**config.mk**
```make
export PLATFORM = sky130hd
export DESIGN_NAME = fir_lowpass_delay_compensated
export DESIGN_NICKNAME = d
export VERILOG_FILES = /design/src/rtl/fldc_pkg.sv /design/src/rtl/fldc_cell.sv /design/src/rtl/fldc_outq.sv /design/src/rtl/fir_lowpass_delay_compensated.sv
export SDC_FILE = /design/constraint.sdc
export NUM_CORES = 2
export LEC_CHECK = 0
export CAP_MARGIN = 40
export CORE_ASPECT_RATIO = 0.8
export CORE_MARGIN = 8
export CORE_UTILIZATION = 50
export CTS_CLUSTER_SIZE = 24
export DETAILED_ROUTE_END_ITERATION = 16
export DONT_BUFFER_PORTS = 1
export GPL_ROUTABILITY_DRIVEN = 0
export PLACE_DENSITY = 0.62
export SYNTH_ARGS = -nofsm -noshare
export SYNTH_HDL_FRONTEND = slang
export SYNTH_SLANG_ARGS = --single-unit
export TNS_END_PERCENT = 10
```
**constraint.sdc**
```tcl
create_clock -name clk -period 47.3 [get_ports clk]
set_input_delay 2.365 -clock clk [delete_from_list [all_inputs] [get_ports clk]]
set_output_delay 2.365 -clock clk [all_outputs]
set_load 0.05 [all_outputs]
```
**src/rtl/fldc_pkg.sv**
```systemverilog
// Shared types, sizes and coefficients for the delay-compensated low-pass FIR.
package fldc_pkg;

  localparam int TAPS        = 13;
  localparam int DELAY       = 6;
  localparam int SAMPLE_BITS = 16;
  localparam int LINE_LEN    = TAPS - 1;

  localparam int COEF_W  = 17;
  localparam int PROD_W  = SAMPLE_BITS + COEF_W;
  localparam int ACC_W   = PROD_W + $clog2(TAPS) + 1;
  localparam int FRAC_DROP = 15;
  localparam int Q_W     = ACC_W - FRAC_DROP;
  localparam int OUT_W   = 20;

  localparam int SEEN_W  = (DELAY > 0) ? $clog2(DELAY + 1) : 1;
  localparam int FLUSH_W = (DELAY > 1) ? $clog2(DELAY) : 1;

  localparam logic signed [ACC_W-1:0] ROUND_HALF = ACC_W'(1) <<< (FRAC_DROP - 1);
  localparam logic signed [Q_W-1:0]   Q_MAX = Q_W'((1 << (OUT_W - 1)) - 1);
  localparam logic signed [Q_W-1:0]   Q_MIN = -Q_W'(1 << (OUT_W - 1));

  // Q1.15 coefficients; index 0 weights the newest sample
  localparam logic signed [COEF_W-1:0] COEF [TAPS] = '{
    17'sd1845,  17'sd4865,  17'sd10058, 17'sd17255, 17'sd25703,
    17'sd33882, 17'sd39728, 17'sd41155, 17'sd36650, 17'sd25929,
    17'sd10318, -17'sd7323, -17'sd23245
  };

  typedef struct packed {
    logic signed [SAMPLE_BITS-1:0] sample;
    logic                          last;
  } item_t;

  typedef struct packed {
    logic signed [OUT_W-1:0] filtered;
    logic                    block_end;
  } result_t;

endpackage

```
**src/rtl/fldc_cell.sv**
```systemverilog
// One tap of the transposed FIR: constant multiply plus partial-sum register.
module fldc_cell (
  input  logic                                 clk,
  input  logic                                 rst,
  input  logic                                 step,
  input  logic                                 clear,
  input  logic signed [fldc_pkg::SAMPLE_BITS-1:0] x,
  input  logic signed [fldc_pkg::COEF_W-1:0]   coef,
  input  logic signed [fldc_pkg::ACC_W-1:0]    sum_in,
  output logic signed [fldc_pkg::ACC_W-1:0]    sum_out
);
  import fldc_pkg::*;

  logic signed [PROD_W-1:0] prod;
  logic signed [ACC_W-1:0]  sum_next;

  assign prod = x * coef;

  always_comb begin
    sum_next = sum_out;
    if (step) begin
      if (clear) begin
        sum_next = '0;
      end else begin
        sum_next = ACC_W'(prod) + sum_in;
      end
    end
  end

  always_ff @(posedge clk) begin
    if (rst) begin
      sum_out <= '0;
    end else begin
      sum_out <= sum_next;
    end
  end

endmodule

```
**src/rtl/fldc_outq.sv**
```systemverilog
// Two-word result queue between the tap chain and the result port.
module fldc_outq (
  input  logic                clk,
  input  logic                rst,
  input  logic                push,
  input  fldc_pkg::result_t   din,
  output logic                space,
  output logic                result_valid,
  input  logic                result_ready,
  output fldc_pkg::result_t   result
);
  import fldc_pkg::*;

  result_t     mem [2];
  logic        wr_ptr;
  logic        rd_ptr;
  logic [1:0]  count;
  logic        pop;

  assign space        = (count != 2'd2);
  assign result_valid = (count != 2'd0);
  assign result       = mem[rd_ptr];
  assign pop          = result_valid && result_ready;

  always_ff @(posedge clk) begin
    if (push) begin
      mem[wr_ptr] <= din;
    end
  end

  always_ff @(posedge clk) begin
    if (rst) begin
      wr_ptr <= 1'b0;
      rd_ptr <= 1'b0;
      count  <= 2'd0;
    end else begin
      if (push) begin
        wr_ptr <= ~wr_ptr;
      end
      if (pop) begin
        rd_ptr <= ~rd_ptr;
      end
      case ({push, pop})
        2'b10:   count <= count + 2'd1;
        2'b01:   count <= count - 2'd1;
        default: count <= count;
      endcase
    end
  end

endmodule

```
**src/rtl/fir_lowpass_delay_compensated.sv**
```systemverilog
// Top level: block-framed 13-tap low-pass FIR with 6-sample delay compensation.
//
//   port group     dir   payload     handshake
//   item           in    item_t      item_valid / item_ready
//   result         out   result_t    result_valid / result_ready
//
// One sample word enters per cycle while item_ready is high; each pushes through
// the transposed tap chain. The word marked last is followed by a flush of 6 zero
// samples, during which item_ready is low; then the chain and sample counter are
// cleared. A two-word result queue holds stalled results; input also stalls when
// it is full. Synchronous active-high rst clears the chain, counters and queue.
module fir_lowpass_delay_compensated (
  input  logic              clk,
  input  logic              rst,
  input  logic              item_valid,
  output logic              item_ready,
  input  fldc_pkg::item_t   item,
  output logic              result_valid,
  input  logic              result_ready,
  output fldc_pkg::result_t result
);
  import fldc_pkg::*;

  logic                          flushing;
  logic [FLUSH_W-1:0]            flush_cnt;
  logic [SEEN_W-1:0]             seen;
  logic                          space;
  logic                          push;
  logic                          produce;
  logic                          end_push;
  logic signed [SAMPLE_BITS-1:0] x;
  logic signed [ACC_W-1:0]       chain [TAPS];
  logic signed [PROD_W-1:0]      prod0;
  logic signed [ACC_W-1:0]       acc;
  logic signed [ACC_W-1:0]       rnd;
  logic signed [Q_W-1:0]         q;
  result_t                       res_word;

  assign item_ready = !flushing && space;
  assign push       = flushing ? space : (item_valid && item_ready);
  assign x          = flushing ? '0 : item.sample;
  assign produce    = (seen == SEEN_W'(DELAY));
  // final push of a block: last flush step, or the last word itself with no delay
  assign end_push   = flushing ? (flush_cnt == FLUSH_W'(DELAY - 1))
                               : (item.last && (DELAY == 0));

  assign chain[LINE_LEN] = '0;

  for (genvar k = 1; k < TAPS; k++) begin : g_tap
    fldc_cell u_cell (
      .clk     (clk),
      .rst     (rst),
      .step    (push),
      .clear   (end_push),
      .x       (x),
      .coef    (COEF[k]),
      .sum_in  (chain[k]),
      .sum_out (chain[k-1])
    );
  end

  assign prod0 = x * COEF[0];
  assign acc   = ACC_W'(prod0) + chain[0];
  assign rnd   = acc + ROUND_HALF;
  assign q     = rnd[ACC_W-1:FRAC_DROP];

  always_comb begin
    res_word.block_end = end_push;
    if (q > Q_MAX) begin
      res_word.filtered = OUT_W'(Q_MAX);
    end else if (q < Q_MIN) begin
      res_word.filtered = OUT_W'(Q_MIN);
    end else begin
      res_word.filtered = q[OUT_W-1:0];
    end
  end

  fldc_outq u_outq (
    .clk          (clk),
    .rst          (rst),
    .push         (push && produce),
    .din          (res_word),
    .space        (space),
    .result_valid (result_valid),
    .result_ready (result_ready),
    .result       (result)
  );

  always_ff @(posedge clk) begin
    if (rst) begin
      flushing  <= 1'b0;
      flush_cnt <= '0;
      seen      <= '0;
    end else if (push) begin
      if (end_push) begin
        seen <= '0;
      end else if (!produce) begin
        seen <= seen + SEEN_W'(1);
      end
      if (flushing) begin
        if (end_push) begin
          flushing <= 1'b0;
        end else begin
          flush_cnt <= flush_cnt + FLUSH_W'(1);
        end
      end else if (item.last && (DELAY != 0)) begin
        flushing  <= 1'b1;
        flush_cnt <= '0;
      end
    end
  end

endmodule
```
==> summary by stage <==
Run status
The run finished with clean final reports.

Floorplan
The starting utilization of the core area is 50.08%. For this design the top-level I/O count stands at 44. In this run the core area contains around 140 standard-cell rows. The die covers between 0.15 and 0.2 mm^2.

In this run the horizontal extent of the chip is 478.7 um. From bottom edge to top edge, the die measures roughly 390 um. The area of the core region is around 0.17 mm^2.

Flow run
The number of maximum-capacitance violations is 0.

CTS
The total of hold buffers inserted after clock tree synthesis is 0. The clock-pin slew on the worst setup and hold paths is roughly 60 ps. In this run, post-CTS repair resized a total of 0 instances.

The post-CTS setup buffer count is 0. TritonCTS created 69 clock buffers. The later-pin clock latency in the skew report is 720 ps. The library cell used as clock root buffer is sky130_fd_sc_hd__clkbuf_16. The buffer levels on the longest clock path is 3. The TritonCTS clock tree is built. The H-tree was split into 3 levels. The clock net in this run drives a total of 504 sinks.

GRT
Entering global routing, the biggest net connects ~320 pins. The remaining global-route overflow is 0. The overall routing resource usage is ~35%. For met2 alone, demand over resource in global routing was between 40% and 50%. The initial antenna violation count came to 32. Global routing consumed, on the met1 layer, a little under half of the routing resources.

The met3 demand-to-capacity share in global routing is approximately 14%. The global-route wire length before repair is 474000 um. The via count of the first global-routing pass is between 70000 and 80000. The layer flagged by global routing as most heavily used is met2.

Timing
The share of the cycle needed by the critical path after routing is around a quarter. The maximum achievable frequency is between 80 and 90 MHz. The setup TNS after final layout is 0 ps.

For the final database, setup skew stands at approximately 33 ps. The number of max-slew violations in the final report is 0. The final critical path time including I/O delays and setup is about 12000 ps. Setup repair after global routing left no endpoint under its margin. The number of endpoints with negative hold slack in the final report came to 0. Headroom to the max-slew limit came out at between 15 and 20%. For the pin with the worst max-slew slack, the measured transition is between 1000 and 1500 ps. The count of endpoints failing setup in the final report is 0.

Finish
The number of nets in the layout is approximately 12000. The share of cells above drive strength 1 is approximately 3.8%. The filler cells instantiated in the layout total roughly 16000.

In the final layout, flip-flops and latches occupy between 0.01 and 0.015 mm^2. Once layout is complete, the utilization of the core stands at between 50% and 60%. Summing all multi-input logic gate instances after layout gives between 0.06 and 0.07 mm^2.

The synthesis-to-layout area growth is 6.592%.

Detailed routing
The initial DRC count is between 9000 and 10000. The detailed-route via count is just over 70000. The vias per cell is about 6. The number of detailed-routing iterations run before antenna repair is 8.

The detailed-route wire length is about 320000 um. The routed wire length per instance is around 27 um. Once detail routing completed, the nets flagged for antenna violations numbered 0. The remaining design rule violation count is 0.

Worst setup path
For the worst flop-to-flop path, the logic depth is 33. The worst reg2reg path startpoint is flushing. At the worst endpoint, the arrival time is ~12000 ps. STA classifies the critical path endpoint as a register. The category of the most critical setup path is primary input to register.

The most numerous cell type found on the critical path is sky130_fd_sc_hd__inv_1. The critical path starts at item[11]. On the critical path, the stage with the largest delay is an instance of sky130_fd_sc_hd__ha_1. The longest individual stage delay on the worst path is approximately 950 ps. For the worst setup path, the data required time is 47890 ps. The maximum fanout encountered on the critical timing path is 18. The startpoint kind of the worst setup timing path is a primary input.

Place
Summed over all nets, the half-perimeter wirelength after detailed placement is 258500 um. Input and output buffers added on the ports amount to 0.

Yosys
The number of warning messages in the yosys log is 0. The gate count of the mapped netlist is 9785. The flip-flop and latch count after synthesis is between 500 and 600. The per-instance average area after synthesis is about 8.8 um^2. The share of flip-flops with an asynchronous set or reset is 0%.

The dominant register cell in the synthesized netlist is sky130_fd_sc_hd__dfxtp_1. The portion of the post-synthesis area used by sequential elements is between 10% and 20%. The post-synthesis cell type count is about 90. The number of enable flip-flop cells after synthesis is between 40 and 50.

The post-synthesis instance area is approximately 0.086 mm^2.

Worst hold path
The min-delay analysis places its worst path in the category register to register. The critical hold path startpoint is g_tap[8].u_cell.sum_out[36]. Along the worst hold path, the cell count comes to 2.
[flip-flops by register name, indices dropped and copies added, names as in the netlist, named ones only]
| register | cells |
|---|---|
| u_outq.count | 2 |
| u_outq.wr_ptr | 1 |
| seen | 3 |
| flushing | 1 |
| u_outq.mem | 42 |
| g_tap.u_cell.sum_out | 450 |
| u_outq.rd_ptr | 1 |
| flush_cnt | 3 |
[logic make-up after synthesis]
logic type / count (synthesis) / synth area share [%]
compound gates: 1975 / 15.02
fa+ha+maj: 2498 / 45.11
simple gates: 1731 / 9.307
mux: 42 / 0.5245
xor+xnor: 755 / 7.753
other cells: 2 / 0.008769
buf+inv: 2278 / 10.01
flops: 504 / 12.27
[through the flow]
step                hold WS [ps]  std cells  worst slack (ps)  cell area, um^2
CTS                        459.8      12090             36110            91180
global route               480.6      12100             35520            91230
floorplan                  425.0       9787             30110            85650
global placement           439.2      11940             35490            88560
detailed placement         450.3      11970             35430            88940
finish                     457.8      12120             35490            91290
[worst max-delay path: cells and delay by family]
family / cells / cell delay [ps]
AOI/OAI and AO/OA: 10 / 2640
xor gates and xnor gates: 2 / 450
adders and majority gates: 6 / 3180
buffers and inverters: 6 / 2160
and+or+nand+nor: 7 / 1540
[worst paths after layout]
check | end | slack (ps)
max | g_tap[10].u_cell.sum_out[37] | 35490
min | g_tap[8].u_cell.sum_out[36] | 460
max reg2reg | g_tap[10].u_cell.sum_out[37] | 35510
min reg2reg | g_tap[8].u_cell.sum_out[36] | 460
[cell usage after synthesis (all sizes together) (221+ instances only)]
| library cell | n | area, um^2 |
|---|---|---|
| a21o | 309 | 2320 |
| a21oi | 533 | 2683 |
| a22oi | 255 | 1914 |
| dfxtp | 462 | 9249 |
| fa | 984 | 19700 |
| ha | 1512 | 18920 |
| inv | 2038 | 7650 |
| nand2 | 457 | 1715 |
| nor2 | 640 | 2402 |
| o21ai | 382 | 1916 |
| xnor2 | 532 | 4659 |
| xor2 | 221 | 1936 |
[cell type report]
class                   count  area share [%]
well taps                2277           3.121
repair buffers            146           1.376
flip-flops and latches    504           11.52
clock inverters            30          0.3084
multi-input cells        7005           73.06
diodes                     26         0.07127
inverters                2042           8.404
clock buffers              91           2.148
[cell usage in the layout (no fill, tap or decap), types with 119 or more instances in the layout]
cell type                  Yosys  final
sky130_fd_sc_hd__a21o_1      309    309
sky130_fd_sc_hd__a21oi_1     531    531
sky130_fd_sc_hd__a22oi_1     255    255
sky130_fd_sc_hd__buf_4         0    119
sky130_fd_sc_hd__dfxtp_1     462    461
sky130_fd_sc_hd__fa_1        984    984
sky130_fd_sc_hd__ha_1       1512   1512
sky130_fd_sc_hd__inv_1      2036   2036
sky130_fd_sc_hd__nand2_1     457    457
sky130_fd_sc_hd__nand2b_1    123    121
sky130_fd_sc_hd__nor2_1      640    631
sky130_fd_sc_hd__o21ai_0     367    366
sky130_fd_sc_hd__xnor2_1     532    532
sky130_fd_sc_hd__xor2_1      221    221
[metal layers]
metal / part of all wire (%) / up-vias
met5: 0.084 / -
met4: 5.7 / 26
met3: 15 / 1034
met1: 41 / 35030
met2: 39 / 4415
li1: - / 32080
Power is left out: the tool's default activity adds up to more than one toggle a clock period on the data nets, which glitch-free logic cannot reach.
